===== src/sv/jac_pkg.sv =====
package jac_pkg;

   localparam int SAMPLES_PER_READ = 9;
   localparam int TRIM_EACH_END    = 2;
   localparam int SAMPLE_BITS      = 12;

   localparam int FRAC_BITS  = 16;
   localparam int LEVEL_W    = SAMPLE_BITS + FRAC_BITS;
   localparam int GAIN_W     = 17;
   localparam int FULL_SCALE = 1000;
   localparam int PCT_DIV    = 10;

   // ranks kept by the trimmed mean
   localparam int KEEP_LO  = (2 * TRIM_EACH_END >= SAMPLES_PER_READ) ?
                             SAMPLES_PER_READ / 2 : TRIM_EACH_END;
   localparam int KEEP_HI  = (2 * TRIM_EACH_END >= SAMPLES_PER_READ) ?
                             SAMPLES_PER_READ / 2 :
                             SAMPLES_PER_READ - TRIM_EACH_END - 1;
   localparam int KEEP_CNT = KEEP_HI - KEEP_LO + 1;

   localparam int IDX_W   = 4;
   localparam int ADDR_W  = 5;
   localparam int SUM_W   = SAMPLE_BITS + 4;

   // shared serial divider
   localparam int DIV_N_W = 22;
   localparam int DIV_D_W = 13;
   localparam int DIV_C_W = 5;

   // serial multiplier
   localparam int DIFF_W  = LEVEL_W + 1;
   localparam int PROD_W  = DIFF_W + GAIN_W + 1;
   localparam int MUL_C_W = 5;

   localparam int CSR_AW  = 5;

   typedef enum logic [2:0] {
      REG_SPAN_MIN  = 3'd0,
      REG_SPAN_MAX  = 3'd1,
      REG_CENTER_X  = 3'd2,
      REG_CENTER_Y  = 3'd3,
      REG_DEAD_BAND = 3'd4,
      REG_GAIN_SLOW = 3'd5,
      REG_GAIN_FAST = 3'd6,
      REG_STEP_THR  = 3'd7
   } reg_index_type;

endpackage


===== src/sv/jac_div.sv =====
module jac_div
   import jac_pkg::*;
(
   input  logic               clock,
   input  logic               reset,
   input  logic               start,
   input  logic [DIV_N_W-1:0] dividend,
   input  logic [DIV_D_W-1:0] divisor,
   output logic               done,
   output logic [DIV_N_W-1:0] quotient
);

   logic               busy_ff, busy_in;
   logic               done_ff, done_in;
   logic [DIV_C_W-1:0] cnt_ff, cnt_in;
   logic [DIV_N_W-1:0] num_ff, num_in;
   logic [DIV_D_W-1:0] rem_ff, rem_in;
   logic [DIV_D_W-1:0] den_ff, den_in;
   logic [DIV_D_W:0]   trial;
   logic               qbit;

   // restoring division, one quotient bit per cycle
   always_comb begin
      trial   = {rem_ff, num_ff[DIV_N_W-1]};
      qbit    = (trial >= {1'b0, den_ff});
      busy_in = busy_ff;
      done_in = 1'b0;
      cnt_in  = cnt_ff;
      num_in  = num_ff;
      rem_in  = rem_ff;
      den_in  = den_ff;
      if (start) begin
         busy_in = 1'b1;
         cnt_in  = DIV_C_W'(DIV_N_W - 1);
         num_in  = dividend;
         rem_in  = '0;
         den_in  = divisor;
      end else if (busy_ff) begin
         rem_in = qbit ? DIV_D_W'(trial - {1'b0, den_ff}) : trial[DIV_D_W-1:0];
         num_in = {num_ff[DIV_N_W-2:0], qbit};
         cnt_in = cnt_ff - 1'b1;
         if (cnt_ff == '0) begin
            busy_in = 1'b0;
            done_in = 1'b1;
         end
      end
   end

   always_ff @(posedge clock) begin
      if (reset) begin
         busy_ff <= 1'b0;
         done_ff <= 1'b0;
         cnt_ff  <= '0;
      end else begin
         busy_ff <= busy_in;
         done_ff <= done_in;
         cnt_ff  <= cnt_in;
      end
      num_ff <= num_in;
      rem_ff <= rem_in;
      den_ff <= den_in;
   end

   assign done     = done_ff;
   assign quotient = num_ff;

endmodule


===== src/sv/jac_mul.sv =====
module jac_mul
   import jac_pkg::*;
(
   input  logic                     clock,
   input  logic                     reset,
   input  logic                     start,
   input  logic [GAIN_W-1:0]        gain,
   input  logic signed [DIFF_W-1:0] diff,
   output logic                     done,
   output logic signed [PROD_W-1:0] product
);

   logic                     busy_ff, busy_in;
   logic                     done_ff, done_in;
   logic [MUL_C_W-1:0]       cnt_ff, cnt_in;
   logic [GAIN_W-1:0]        gain_ff, gain_in;
   logic signed [PROD_W-1:0] mcand_ff, mcand_in;
   logic signed [PROD_W-1:0] acc_ff, acc_in;

   // shift-add, one gain bit per cycle
   always_comb begin
      busy_in  = busy_ff;
      done_in  = 1'b0;
      cnt_in   = cnt_ff;
      gain_in  = gain_ff;
      mcand_in = mcand_ff;
      acc_in   = acc_ff;
      if (start) begin
         busy_in  = 1'b1;
         cnt_in   = MUL_C_W'(GAIN_W - 1);
         gain_in  = gain;
         mcand_in = PROD_W'(diff);
         acc_in   = '0;
      end else if (busy_ff) begin
         if (gain_ff[0]) begin
            acc_in = acc_ff + mcand_ff;
         end
         mcand_in = mcand_ff <<< 1;
         gain_in  = gain_ff >> 1;
         cnt_in   = cnt_ff - 1'b1;
         if (cnt_ff == '0) begin
            busy_in = 1'b0;
            done_in = 1'b1;
         end
      end
   end

   always_ff @(posedge clock) begin
      if (reset) begin
         busy_ff <= 1'b0;
         done_ff <= 1'b0;
         cnt_ff  <= '0;
      end else begin
         busy_ff <= busy_in;
         done_ff <= done_in;
         cnt_ff  <= cnt_in;
      end
      gain_ff  <= gain_in;
      mcand_ff <= mcand_in;
      acc_ff   <= acc_in;
   end

   assign done    = done_ff;
   assign product = acc_ff;

endmodule


===== src/sv/joystick_axis_conditioner_core.sv =====
// Samples that do not complete a set of nine are stored and give no word.
// The ninth sample of an axis starts a read: store readout, a serial rank
// count for each sample, the serial divider for the mean, the filter multiply
// once the axis is primed, then the divider for the position and its percent.
// One read is worked at a time; the result word waits in an output register.
// Synchronous reset loads register defaults, clears fill counts and filters.
module joystick_axis_conditioner_core
   import jac_pkg::*;
(
   input  logic              clock,
   input  logic              reset,
   input  logic              req_tvalid,
   output logic              req_tready,
   input  logic [15:0]       req_tdata,   // [11:0] raw_sample
   input  logic              req_tuser,   // [0] axis_select
   output logic              rsp_tvalid,
   input  logic              rsp_tready,
   output logic [31:0]       rsp_tdata,   // [11:0] mean_raw, [22:12] position_tenths,
                                          // [30:23] position_percent
   output logic              rsp_tuser,   // [0] axis_id
   input  logic              csr_psel,
   input  logic              csr_penable,
   input  logic              csr_pwrite,
   input  logic [CSR_AW-1:0] csr_paddr,
   input  logic [31:0]       csr_pwdata,
   output logic [31:0]       csr_prdata,
   output logic              csr_pready
);

   typedef enum logic [3:0] {
      ST_IDLE, ST_LOAD, ST_CAPT, ST_RANK, ST_ACC, ST_MEAN, ST_MEAN_W,
      ST_FILT, ST_MUL_W, ST_SCALE, ST_SDIV_W, ST_PCT_W, ST_OUT
   } state_type;

   // configuration
   logic [11:0]       span_min_ff, span_max_ff, center_x_ff, center_y_ff;
   logic [11:0]       dead_band_ff, step_thr_ff;
   logic [GAIN_W-1:0] gain_slow_ff, gain_fast_ff;
   logic              csr_wr;
   reg_index_type     csr_idx;

   assign csr_pready = 1'b1;
   assign csr_wr     = csr_psel & csr_penable & csr_pwrite;
   assign csr_idx    = reg_index_type'(csr_paddr[CSR_AW-1:2]);

   always_ff @(posedge clock) begin
      if (reset) begin
         span_min_ff  <= 12'd0;
         span_max_ff  <= 12'd4095;
         center_x_ff  <= 12'd2048;
         center_y_ff  <= 12'd2048;
         dead_band_ff <= 12'd100;
         gain_slow_ff <= GAIN_W'(1966);
         gain_fast_ff <= GAIN_W'(16384);
         step_thr_ff  <= 12'd250;
      end else if (csr_wr) begin
         case (csr_idx)
            REG_SPAN_MIN:  span_min_ff  <= csr_pwdata[11:0];
            REG_SPAN_MAX:  span_max_ff  <= csr_pwdata[11:0];
            REG_CENTER_X:  center_x_ff  <= csr_pwdata[11:0];
            REG_CENTER_Y:  center_y_ff  <= csr_pwdata[11:0];
            REG_DEAD_BAND: dead_band_ff <= csr_pwdata[11:0];
            REG_GAIN_SLOW: gain_slow_ff <= csr_pwdata[GAIN_W-1:0];
            REG_GAIN_FAST: gain_fast_ff <= csr_pwdata[GAIN_W-1:0];
            REG_STEP_THR:  step_thr_ff  <= csr_pwdata[11:0];
            default: ;
         endcase
      end
   end

   always_comb begin
      case (csr_idx)
         REG_SPAN_MIN:  csr_prdata = {20'd0, span_min_ff};
         REG_SPAN_MAX:  csr_prdata = {20'd0, span_max_ff};
         REG_CENTER_X:  csr_prdata = {20'd0, center_x_ff};
         REG_CENTER_Y:  csr_prdata = {20'd0, center_y_ff};
         REG_DEAD_BAND: csr_prdata = {20'd0, dead_band_ff};
         REG_GAIN_SLOW: csr_prdata = 32'(gain_slow_ff);
         REG_GAIN_FAST: csr_prdata = 32'(gain_fast_ff);
         REG_STEP_THR:  csr_prdata = {20'd0, step_thr_ff};
         default:       csr_prdata = '0;
      endcase
   end

   // sample store, one set of nine per axis
   logic [SAMPLE_BITS-1:0] mem [0:2*SAMPLES_PER_READ-1];
   logic [SAMPLE_BITS-1:0] rd_data_ff;
   logic [ADDR_W-1:0]      wr_addr, rd_addr, base_in, base_ff;

   state_type              state_ff;
   logic                   ax_ff;
   logic [IDX_W-1:0]       fill_ff [2];
   logic [IDX_W-1:0]       ld_cnt_ff, i_ff, j_ff, k_ff, rank_ff;
   logic [SAMPLE_BITS-1:0] ring_ff [SAMPLES_PER_READ];
   logic [SAMPLE_BITS-1:0] key_ff;
   logic [SUM_W-1:0]       sum_ff;
   logic [SAMPLE_BITS-1:0] mean_ff;
   logic [LEVEL_W-1:0]     level_ff [2];
   logic                   primed_ff [2];
   logic                   neg_ff;
   logic signed [10:0]     tenths_ff;
   logic signed [7:0]      pct_ff;
   logic                   rsp_valid_ff;
   logic [31:0]            rsp_data_ff;
   logic                   rsp_user_ff;

   logic                   req_acc, completes, ring_less;
   logic [IDX_W-1:0]       rank_in;

   assign req_tready = (state_ff == ST_IDLE);
   assign req_acc    = req_tvalid & req_tready;
   assign completes  = (fill_ff[req_tuser] == IDX_W'(SAMPLES_PER_READ - 1));
   assign base_in    = req_tuser ? ADDR_W'(SAMPLES_PER_READ) : '0;
   assign wr_addr    = base_in + ADDR_W'(fill_ff[req_tuser]);
   assign rd_addr    = base_ff + ((ld_cnt_ff < IDX_W'(SAMPLES_PER_READ)) ?
                                  ADDR_W'(ld_cnt_ff) : '0);

   always_ff @(posedge clock) begin
      if (req_acc) begin
         mem[wr_addr] <= req_tdata[SAMPLE_BITS-1:0];
      end
      rd_data_ff <= mem[rd_addr];
   end

   // rank of the key among the set; ties broken by position
   assign ring_less = (ring_ff[0] < key_ff) || ((ring_ff[0] == key_ff) && (j_ff < i_ff));
   assign rank_in   = rank_ff + IDX_W'(ring_less);

   // shared units
   logic               div_start_ff, div_done;
   logic [DIV_N_W-1:0] div_num_ff, div_q;
   logic [DIV_D_W-1:0] div_den_ff;
   logic               mul_start_ff, mul_done;
   logic [GAIN_W-1:0]  mul_gain_ff;
   logic signed [DIFF_W-1:0] mul_diff_ff;
   logic signed [PROD_W-1:0] mul_prod;

   jac_div u_div (
      .clock    (clock),
      .reset    (reset),
      .start    (div_start_ff),
      .dividend (div_num_ff),
      .divisor  (div_den_ff),
      .done     (div_done),
      .quotient (div_q)
   );

   jac_mul u_mul (
      .clock   (clock),
      .reset   (reset),
      .start   (mul_start_ff),
      .gain    (mul_gain_ff),
      .diff    (mul_diff_ff),
      .done    (mul_done),
      .product (mul_prod)
   );

   // filter step
   logic [LEVEL_W-1:0]       target, cur_level, delta;
   logic [GAIN_W-1:0]        gain_sel, gain_clip;
   logic signed [PROD_W-1:0] level_sum;

   assign target    = {mean_ff, FRAC_BITS'(0)};
   assign cur_level = level_ff[ax_ff];
   assign delta     = (target > cur_level) ? target - cur_level : cur_level - target;
   assign gain_sel  = (delta > {step_thr_ff, FRAC_BITS'(0)}) ? gain_fast_ff : gain_slow_ff;
   assign gain_clip = (gain_sel > GAIN_W'(1 << FRAC_BITS)) ? GAIN_W'(1 << FRAC_BITS)
                                                            : gain_sel;
   assign level_sum = $signed({{(PROD_W-LEVEL_W){1'b0}}, cur_level}) +
                      (mul_prod >>> FRAC_BITS);

   // dead zone and span
   logic signed [13:0] pos_s, cen_s, dz_s, d_s, span_lo, span_hi, num_lo, num_hi;
   logic               in_dead, below;
   logic [11:0]        num_sel;
   logic [DIV_N_W-1:0] num_x1000;
   logic [10:0]        mag_q;

   assign pos_s   = {2'b00, cur_level[LEVEL_W-1:FRAC_BITS]};
   assign cen_s   = {2'b00, (ax_ff ? center_y_ff : center_x_ff)};
   assign dz_s    = {2'b00, dead_band_ff};
   assign d_s     = pos_s - cen_s;
   assign in_dead = (d_s <= dz_s) && (-d_s <= dz_s);
   assign below   = (pos_s < cen_s);
   assign span_lo = cen_s - dz_s - {2'b00, span_min_ff};
   assign span_hi = {2'b00, span_max_ff} - cen_s - dz_s;
   assign num_lo  = cen_s - dz_s - pos_s;
   assign num_hi  = pos_s - cen_s - dz_s;
   assign num_sel = below ? num_lo[11:0] : num_hi[11:0];
   // times 1000 as 1024 - 16 - 8
   assign num_x1000 = (DIV_N_W'(num_sel) << 10) - (DIV_N_W'(num_sel) << 4) -
                      (DIV_N_W'(num_sel) << 3);
   assign mag_q     = (div_q > DIV_N_W'(FULL_SCALE)) ? 11'(FULL_SCALE) : div_q[10:0];

   always_ff @(posedge clock) begin
      if (reset) begin
         state_ff     <= ST_IDLE;
         fill_ff[0]   <= '0;
         fill_ff[1]   <= '0;
         level_ff[0]  <= '0;
         level_ff[1]  <= '0;
         primed_ff[0] <= 1'b0;
         primed_ff[1] <= 1'b0;
         div_start_ff <= 1'b0;
         mul_start_ff <= 1'b0;
         rsp_valid_ff <= 1'b0;
      end else begin
         // one-cycle start pulses for the shared units
         div_start_ff <= (state_ff == ST_MEAN) || (state_ff == ST_SCALE) ||
                         ((state_ff == ST_SDIV_W) && div_done);
         mul_start_ff <= (state_ff == ST_FILT) && primed_ff[ax_ff];
         if (rsp_valid_ff && rsp_tready && (state_ff != ST_OUT)) begin
            rsp_valid_ff <= 1'b0;
         end
         case (state_ff)
            ST_IDLE: begin
               if (req_acc) begin
                  if (completes) begin
                     fill_ff[req_tuser] <= '0;
                     ax_ff     <= req_tuser;
                     base_ff   <= base_in;
                     ld_cnt_ff <= '0;
                     state_ff  <= ST_LOAD;
                  end else begin
                     fill_ff[req_tuser] <= fill_ff[req_tuser] + 1'b1;
                  end
               end
            end
            ST_LOAD: begin
               if (ld_cnt_ff != '0) begin
                  for (int n = 0; n < SAMPLES_PER_READ - 1; n++) begin
                     ring_ff[n] <= ring_ff[n+1];
                  end
                  ring_ff[SAMPLES_PER_READ-1] <= rd_data_ff;
               end
               ld_cnt_ff <= ld_cnt_ff + 1'b1;
               if (ld_cnt_ff == IDX_W'(SAMPLES_PER_READ)) begin
                  i_ff     <= '0;
                  sum_ff   <= '0;
                  state_ff <= ST_CAPT;
               end
            end
            ST_CAPT: begin
               key_ff   <= ring_ff[0];
               j_ff     <= i_ff;
               k_ff     <= '0;
               rank_ff  <= '0;
               state_ff <= ST_RANK;
            end
            ST_RANK: begin
               rank_ff <= rank_in;
               for (int n = 0; n < SAMPLES_PER_READ - 1; n++) begin
                  ring_ff[n] <= ring_ff[n+1];
               end
               ring_ff[SAMPLES_PER_READ-1] <= ring_ff[0];
               j_ff <= (j_ff == IDX_W'(SAMPLES_PER_READ - 1)) ? '0 : j_ff + 1'b1;
               k_ff <= k_ff + 1'b1;
               if (k_ff == IDX_W'(SAMPLES_PER_READ - 1)) begin
                  state_ff <= ST_ACC;
               end
            end
            ST_ACC: begin
               if (rank_ff >= IDX_W'(KEEP_LO) && rank_ff <= IDX_W'(KEEP_HI)) begin
                  sum_ff <= sum_ff + SUM_W'(key_ff);
               end
               for (int n = 0; n < SAMPLES_PER_READ - 1; n++) begin
                  ring_ff[n] <= ring_ff[n+1];
               end
               ring_ff[SAMPLES_PER_READ-1] <= ring_ff[0];
               i_ff <= i_ff + 1'b1;
               state_ff <= (i_ff == IDX_W'(SAMPLES_PER_READ - 1)) ? ST_MEAN : ST_CAPT;
            end
            ST_MEAN: begin
               div_num_ff   <= DIV_N_W'(sum_ff);
               div_den_ff   <= DIV_D_W'(KEEP_CNT);
               state_ff     <= ST_MEAN_W;
            end
            ST_MEAN_W: begin
               if (div_done) begin
                  mean_ff  <= div_q[SAMPLE_BITS-1:0];
                  state_ff <= ST_FILT;
               end
            end
            ST_FILT: begin
               if (!primed_ff[ax_ff]) begin
                  level_ff[ax_ff]  <= target;
                  primed_ff[ax_ff] <= 1'b1;
                  state_ff         <= ST_SCALE;
               end else begin
                  mul_gain_ff  <= gain_clip;
                  mul_diff_ff  <= $signed({1'b0, target}) - $signed({1'b0, cur_level});
                  state_ff     <= ST_MUL_W;
               end
            end
            ST_MUL_W: begin
               if (mul_done) begin
                  level_ff[ax_ff] <= level_sum[LEVEL_W-1:0];
                  state_ff        <= ST_SCALE;
               end
            end
            ST_SCALE: begin
               neg_ff <= below;
               if (in_dead) begin
                  tenths_ff    <= '0;
                  div_num_ff   <= '0;
                  div_den_ff   <= DIV_D_W'(PCT_DIV);
                  state_ff     <= ST_PCT_W;
               end else if ((below && span_lo <= 0) || (!below && span_hi <= 0)) begin
                  tenths_ff    <= below ? -11'sd1000 : 11'sd1000;
                  div_num_ff   <= DIV_N_W'(FULL_SCALE);
                  div_den_ff   <= DIV_D_W'(PCT_DIV);
                  state_ff     <= ST_PCT_W;
               end else begin
                  div_num_ff   <= num_x1000;
                  div_den_ff   <= below ? span_lo[DIV_D_W-1:0] : span_hi[DIV_D_W-1:0];
                  state_ff     <= ST_SDIV_W;
               end
            end
            ST_SDIV_W: begin
               if (div_done) begin
                  tenths_ff    <= neg_ff ? -$signed(mag_q) : $signed(mag_q);
                  div_num_ff   <= DIV_N_W'(mag_q);
                  div_den_ff   <= DIV_D_W'(PCT_DIV);
                  state_ff     <= ST_PCT_W;
               end
            end
            ST_PCT_W: begin
               if (div_done) begin
                  pct_ff   <= neg_ff ? -$signed(div_q[7:0]) : $signed(div_q[7:0]);
                  state_ff <= ST_OUT;
               end
            end
            ST_OUT: begin
               if (!rsp_valid_ff || rsp_tready) begin
                  rsp_valid_ff <= 1'b1;
                  rsp_user_ff  <= ax_ff;
                  rsp_data_ff  <= {1'b0, pct_ff, tenths_ff, mean_ff};
                  state_ff     <= ST_IDLE;
               end
            end
            default: state_ff <= ST_IDLE;
         endcase
      end
   end

   assign rsp_tvalid = rsp_valid_ff;
   assign rsp_tdata  = rsp_data_ff;
   assign rsp_tuser  = rsp_user_ff;

`ifndef NO_ASSERTIONS
   a_tenths_range: assert property (@(posedge clock) disable iff (reset)
      rsp_tvalid |-> ($signed(rsp_tdata[22:12]) >= -11'sd1000 &&
                      $signed(rsp_tdata[22:12]) <= 11'sd1000))
      else $error("tenths out of range");
   a_pct_sign: assert property (@(posedge clock) disable iff (reset)
      rsp_tvalid |-> (rsp_tdata[30] == 1'b0 || rsp_tdata[22] == 1'b1))
      else $error("percent sign disagrees with tenths");
   a_fill_bound: assert property (@(posedge clock) disable iff (reset)
      fill_ff[0] < IDX_W'(SAMPLES_PER_READ) && fill_ff[1] < IDX_W'(SAMPLES_PER_READ))
      else $error("fill count overrun");
   a_div_owner: assert property (@(posedge clock) disable iff (reset)
      div_done |-> (state_ff == ST_MEAN_W || state_ff == ST_SDIV_W ||
                    state_ff == ST_PCT_W))
      else $error("divider finished with no waiting state");
`endif

endmodule

===== config.mk =====
export PLATFORM = sky130hd
export DESIGN_NAME = joystick_axis_conditioner_core
export DESIGN_NICKNAME = d
export VERILOG_FILES = /design/src/sv/jac_pkg.sv /design/src/sv/jac_div.sv /design/src/sv/jac_mul.sv /design/src/sv/joystick_axis_conditioner_core.sv
export SDC_FILE = /design/constraint.sdc
export NUM_CORES = 2
export LEC_CHECK = 0
export ABC_CLOCK_PERIOD_IN_PS = 14300
export BUFFER_PORTS_ARGS = -buffer_cell sky130_fd_sc_hd__buf_2
export CORE_MARGIN = 2
export CORE_UTILIZATION = 23
export DETAILED_ROUTE_END_ITERATION = 8
export GPL_ROUTABILITY_DRIVEN = 0
export PLACE_DENSITY_LB_ADDON = 0.12
export REMOVE_ABC_BUFFERS = 1
export SLEW_MARGIN = 20
export SYNTH_ARGS = -nofsm -noshare
export SYNTH_HDL_FRONTEND = slang
export SYNTH_SLANG_ARGS = --single-unit

===== constraint.sdc =====
create_clock -name clock -period 14.3 [get_ports clock]
set_clock_uncertainty 0.2 [all_clocks]
set_input_delay 3.575 -clock clock [delete_from_list [all_inputs] [get_ports clock]]
set_output_delay 3.575 -clock clock [all_outputs]
set_load 0.05 [all_outputs]

==> qor.yml <==
cts_buffer_depth: 3
die_area_um2: 209000
grt_pass1_vias: 32000
fin_nets: 4699
yosysWarningCount: 0
grt_use_total: 0.137
p_total_mw: 6.85
start_kind: "primary input"
grt_antenna_before_repair: 9
wl_met3_um: 5460
drcViolationCount: 0
p_leak_nw: 19.9
setup_viol: 0
regArea_um2: 24300
grt_pass1_wl_um: 216000
post_drt_wl_per_cell_um: 20.4
fin_setup_tns_ns: 0
cts.clk_slew.worst_paths_ns: 0.06
cts_tree: "yes"
grt_max_degree: 90
synth_top_cell_by_area: "edfxtp_1"
multiInputGateArea_um2: 21500
synthTopCellsByCount: "678 x edfxtp_1, 438 x nand2_1, 317 x nor2_1"
critPathMaxFanout: 33
drive_gt1_frac: 0.121
synth_top_flop_cell: "edfxtp_1"
clock.fmax_mhz: 96.3
top_layer_used: "met5"
critPathCapture: "csr_prdata[8]"
wl_met1_um: 68700
syn_area_per_cell_um2: 11.2
yosysMostFrequentCell: "edfxtp_1"
crit_start: "csr_paddr[2]"
post-route-period-util: 0.726
ys_ff_latch: 877
dp_cells: 6902
r2r_cells: 28
dieHeight_um: 457
critPathKind: "in -> out"
status: "finished, final reports clean"
drv_slew: 0
vias: 32000
wl_um: 145000
clk_latency_ns: 0.76
postRouteAntennaNets: 0
rsz0062_at_grt: "false"
async_reset_ff_frac: 0
layout.cells.non_filler: 7104
required_ns: 10.52
drv_cap: 0
irDropWorstVdd_uv: 94.2
rows: 166
vias_per_cell: 4.50
drtIter0Drc: 1850
h-tree-depth: 3
nFillCells: 21500
cts_root_buffer: "clkbuf_16"
post_cts_buffers: 0
drtPass1Iterations: 5
layout-area-overhead-vs-synth_pct: 15.1
stdcell_area_um2: 54400
grt.overflow.total: 0
hold_viol: 0
dieWidth_um: 457
worst_r2r_endpoint: "div_num_ff[20]$_DFFE_PP_"
syn_inst: 4239
regToRegSetupSlack_ns: 5.81
cts_resized: 0
ys_seq_area_frac: 0.515
coreArea_um2: 204000
dpl.hpwl_um: 104000
cp_data_arrival_time_ns: 6.61
synth_area_um2: 47300
io_buffers: 90
timing.final.crit_period_ns: 10.38
hp-class: "reg -> reg"
cts_buffers: 105
crit_path_end_kind: "output pin"
yosysTopAreaCellShare: 0.431
max_slew_margin: 0.263
synth_edf_count: 678
ys_top_cells_by_area: "edfxtp_1 43%, dfxtp_1 8.4%, ha_1 7.7%"
yosysUniqueCellTypes: 92
min-delay-start: "ring_ff[0][50]$_DFFE_PP_"
route.met2.wl_um: 67000
boundaryPins: 129
dpl-instance-area_um2: 51000
start_util: 0.231
cts_sinks: 877
worst_pin_slew_ns: 1.10
holdBufCountCts: 0
powerDensity_nw_per_um2: 126
hold_ws_ns: 0.204
## worst max-delay path, cell delays in order
cell	delay, ns
buf_2	0.63
clkinv_1	0.70
nor2_1	0.82
a22oi_1	0.21
a21oi_1	0.19
o22a_1	0.18
buf_2	0.27
## logic make-up after synthesis
group	after synthesis	share of synthesized area
and+or+nand+nor	1233	0.122
other	2	0.000159
DFF	877	0.515
buffers and inverters	417	0.0354
xor gates and xnor gates	225	0.0417
AOI/OAI and AO/OA	888	0.118
adders and majority gates	316	0.0876
muxes	281	0.0799
## state kept, by name, indices dropped and copies added (netlist names), 13 cells and up, named ones only
| name | count |
|---|---|
| u_div.den_ff | 13 |
| u_div.quotient | 22 |
| u_mul.product | 44 |
| u_mul.mcand_ff | 44 |
| u_mul.gain_ff | 17 |
| level_ff | 56 |
| sum_ff | 16 |
| ring_ff | 108 |
| gain_slow_ff | 17 |
| gain_fast_ff | 17 |
| mul_gain_ff | 17 |
| rsp_tdata | 31 |
| mul_diff_ff | 29 |
| div_num_ff | 22 |
| u_div.rem_ff | 13 |
| div_den_ff | 13 |
| mem | 216 |
## stage by stage
| stage | setup slack (ns) | util |
|---|---|---|
| final | 3.92 | 0.266 |
| after global routing | 3.66 | 0.266 |
| after CTS | 3.91 | 0.266 |
| after detailed placement | 3.92 | 0.249 |
| after global placement | 3.91 | 0.249 |
| after floorplan | 4.49 | - |
## cell usage in the layout (no fill, tap or decap), types with 85 or more instances in the layout
cell,count
edfxtp_1,678
nand2_1,434
nor2_1,300
a21oi_1,294
ha_1,289
inv_1,228
dfxtp_1,196
o21ai_0,176
xnor2_1,149
mux2i_1,125
clkbuf_16,106
buf_2,89
mux2_2,87
nor3_1,85
## final cells by class
type,count,share of cell area
tap,2688,0.0618
timing repair buffer,145,0.0162
multi-input combinational,2960,0.396
antenna,3,0.000138
sequential,877,0.448
inverter,233,0.0161
clock inverter,51,0.00858
clock buffer,147,0.0538
## metal layers
layer | up-vias | GRT usage
met5 | - | 0
met4 | 8 | 0.0394
met3 | 193 | 0.0222
met2 | 473 | 0.222
met1 | 15600 | 0.188
li1 | 15700 | -
## how the worst min path moves through the flow
stage,cells after the start,end,slack (ns)
after floorplan,0,ring_ff[0][0]$_DFFE_PP_,0.20
after global placement,0,ring_ff[0][22]$_DFFE_PP_,0.20
after detailed placement,0,ring_ff[0][3]$_DFFE_PP_,0.20
after CTS,0,ring_ff[0][3]$_DFFE_PP_,0.20
after global routing,0,ring_ff[0][49]$_DFFE_PP_,0.22
final,0,ring_ff[0][38]$_DFFE_PP_,0.20
## power breakdown
part           switching (mW)  internal [mW]
Combinational           0.764          0.486
Clock                    1.16           1.49
Sequential             0.0626           2.88
Total                    1.98           4.86
No activity file was read; power rests on OpenSTA's default activity.
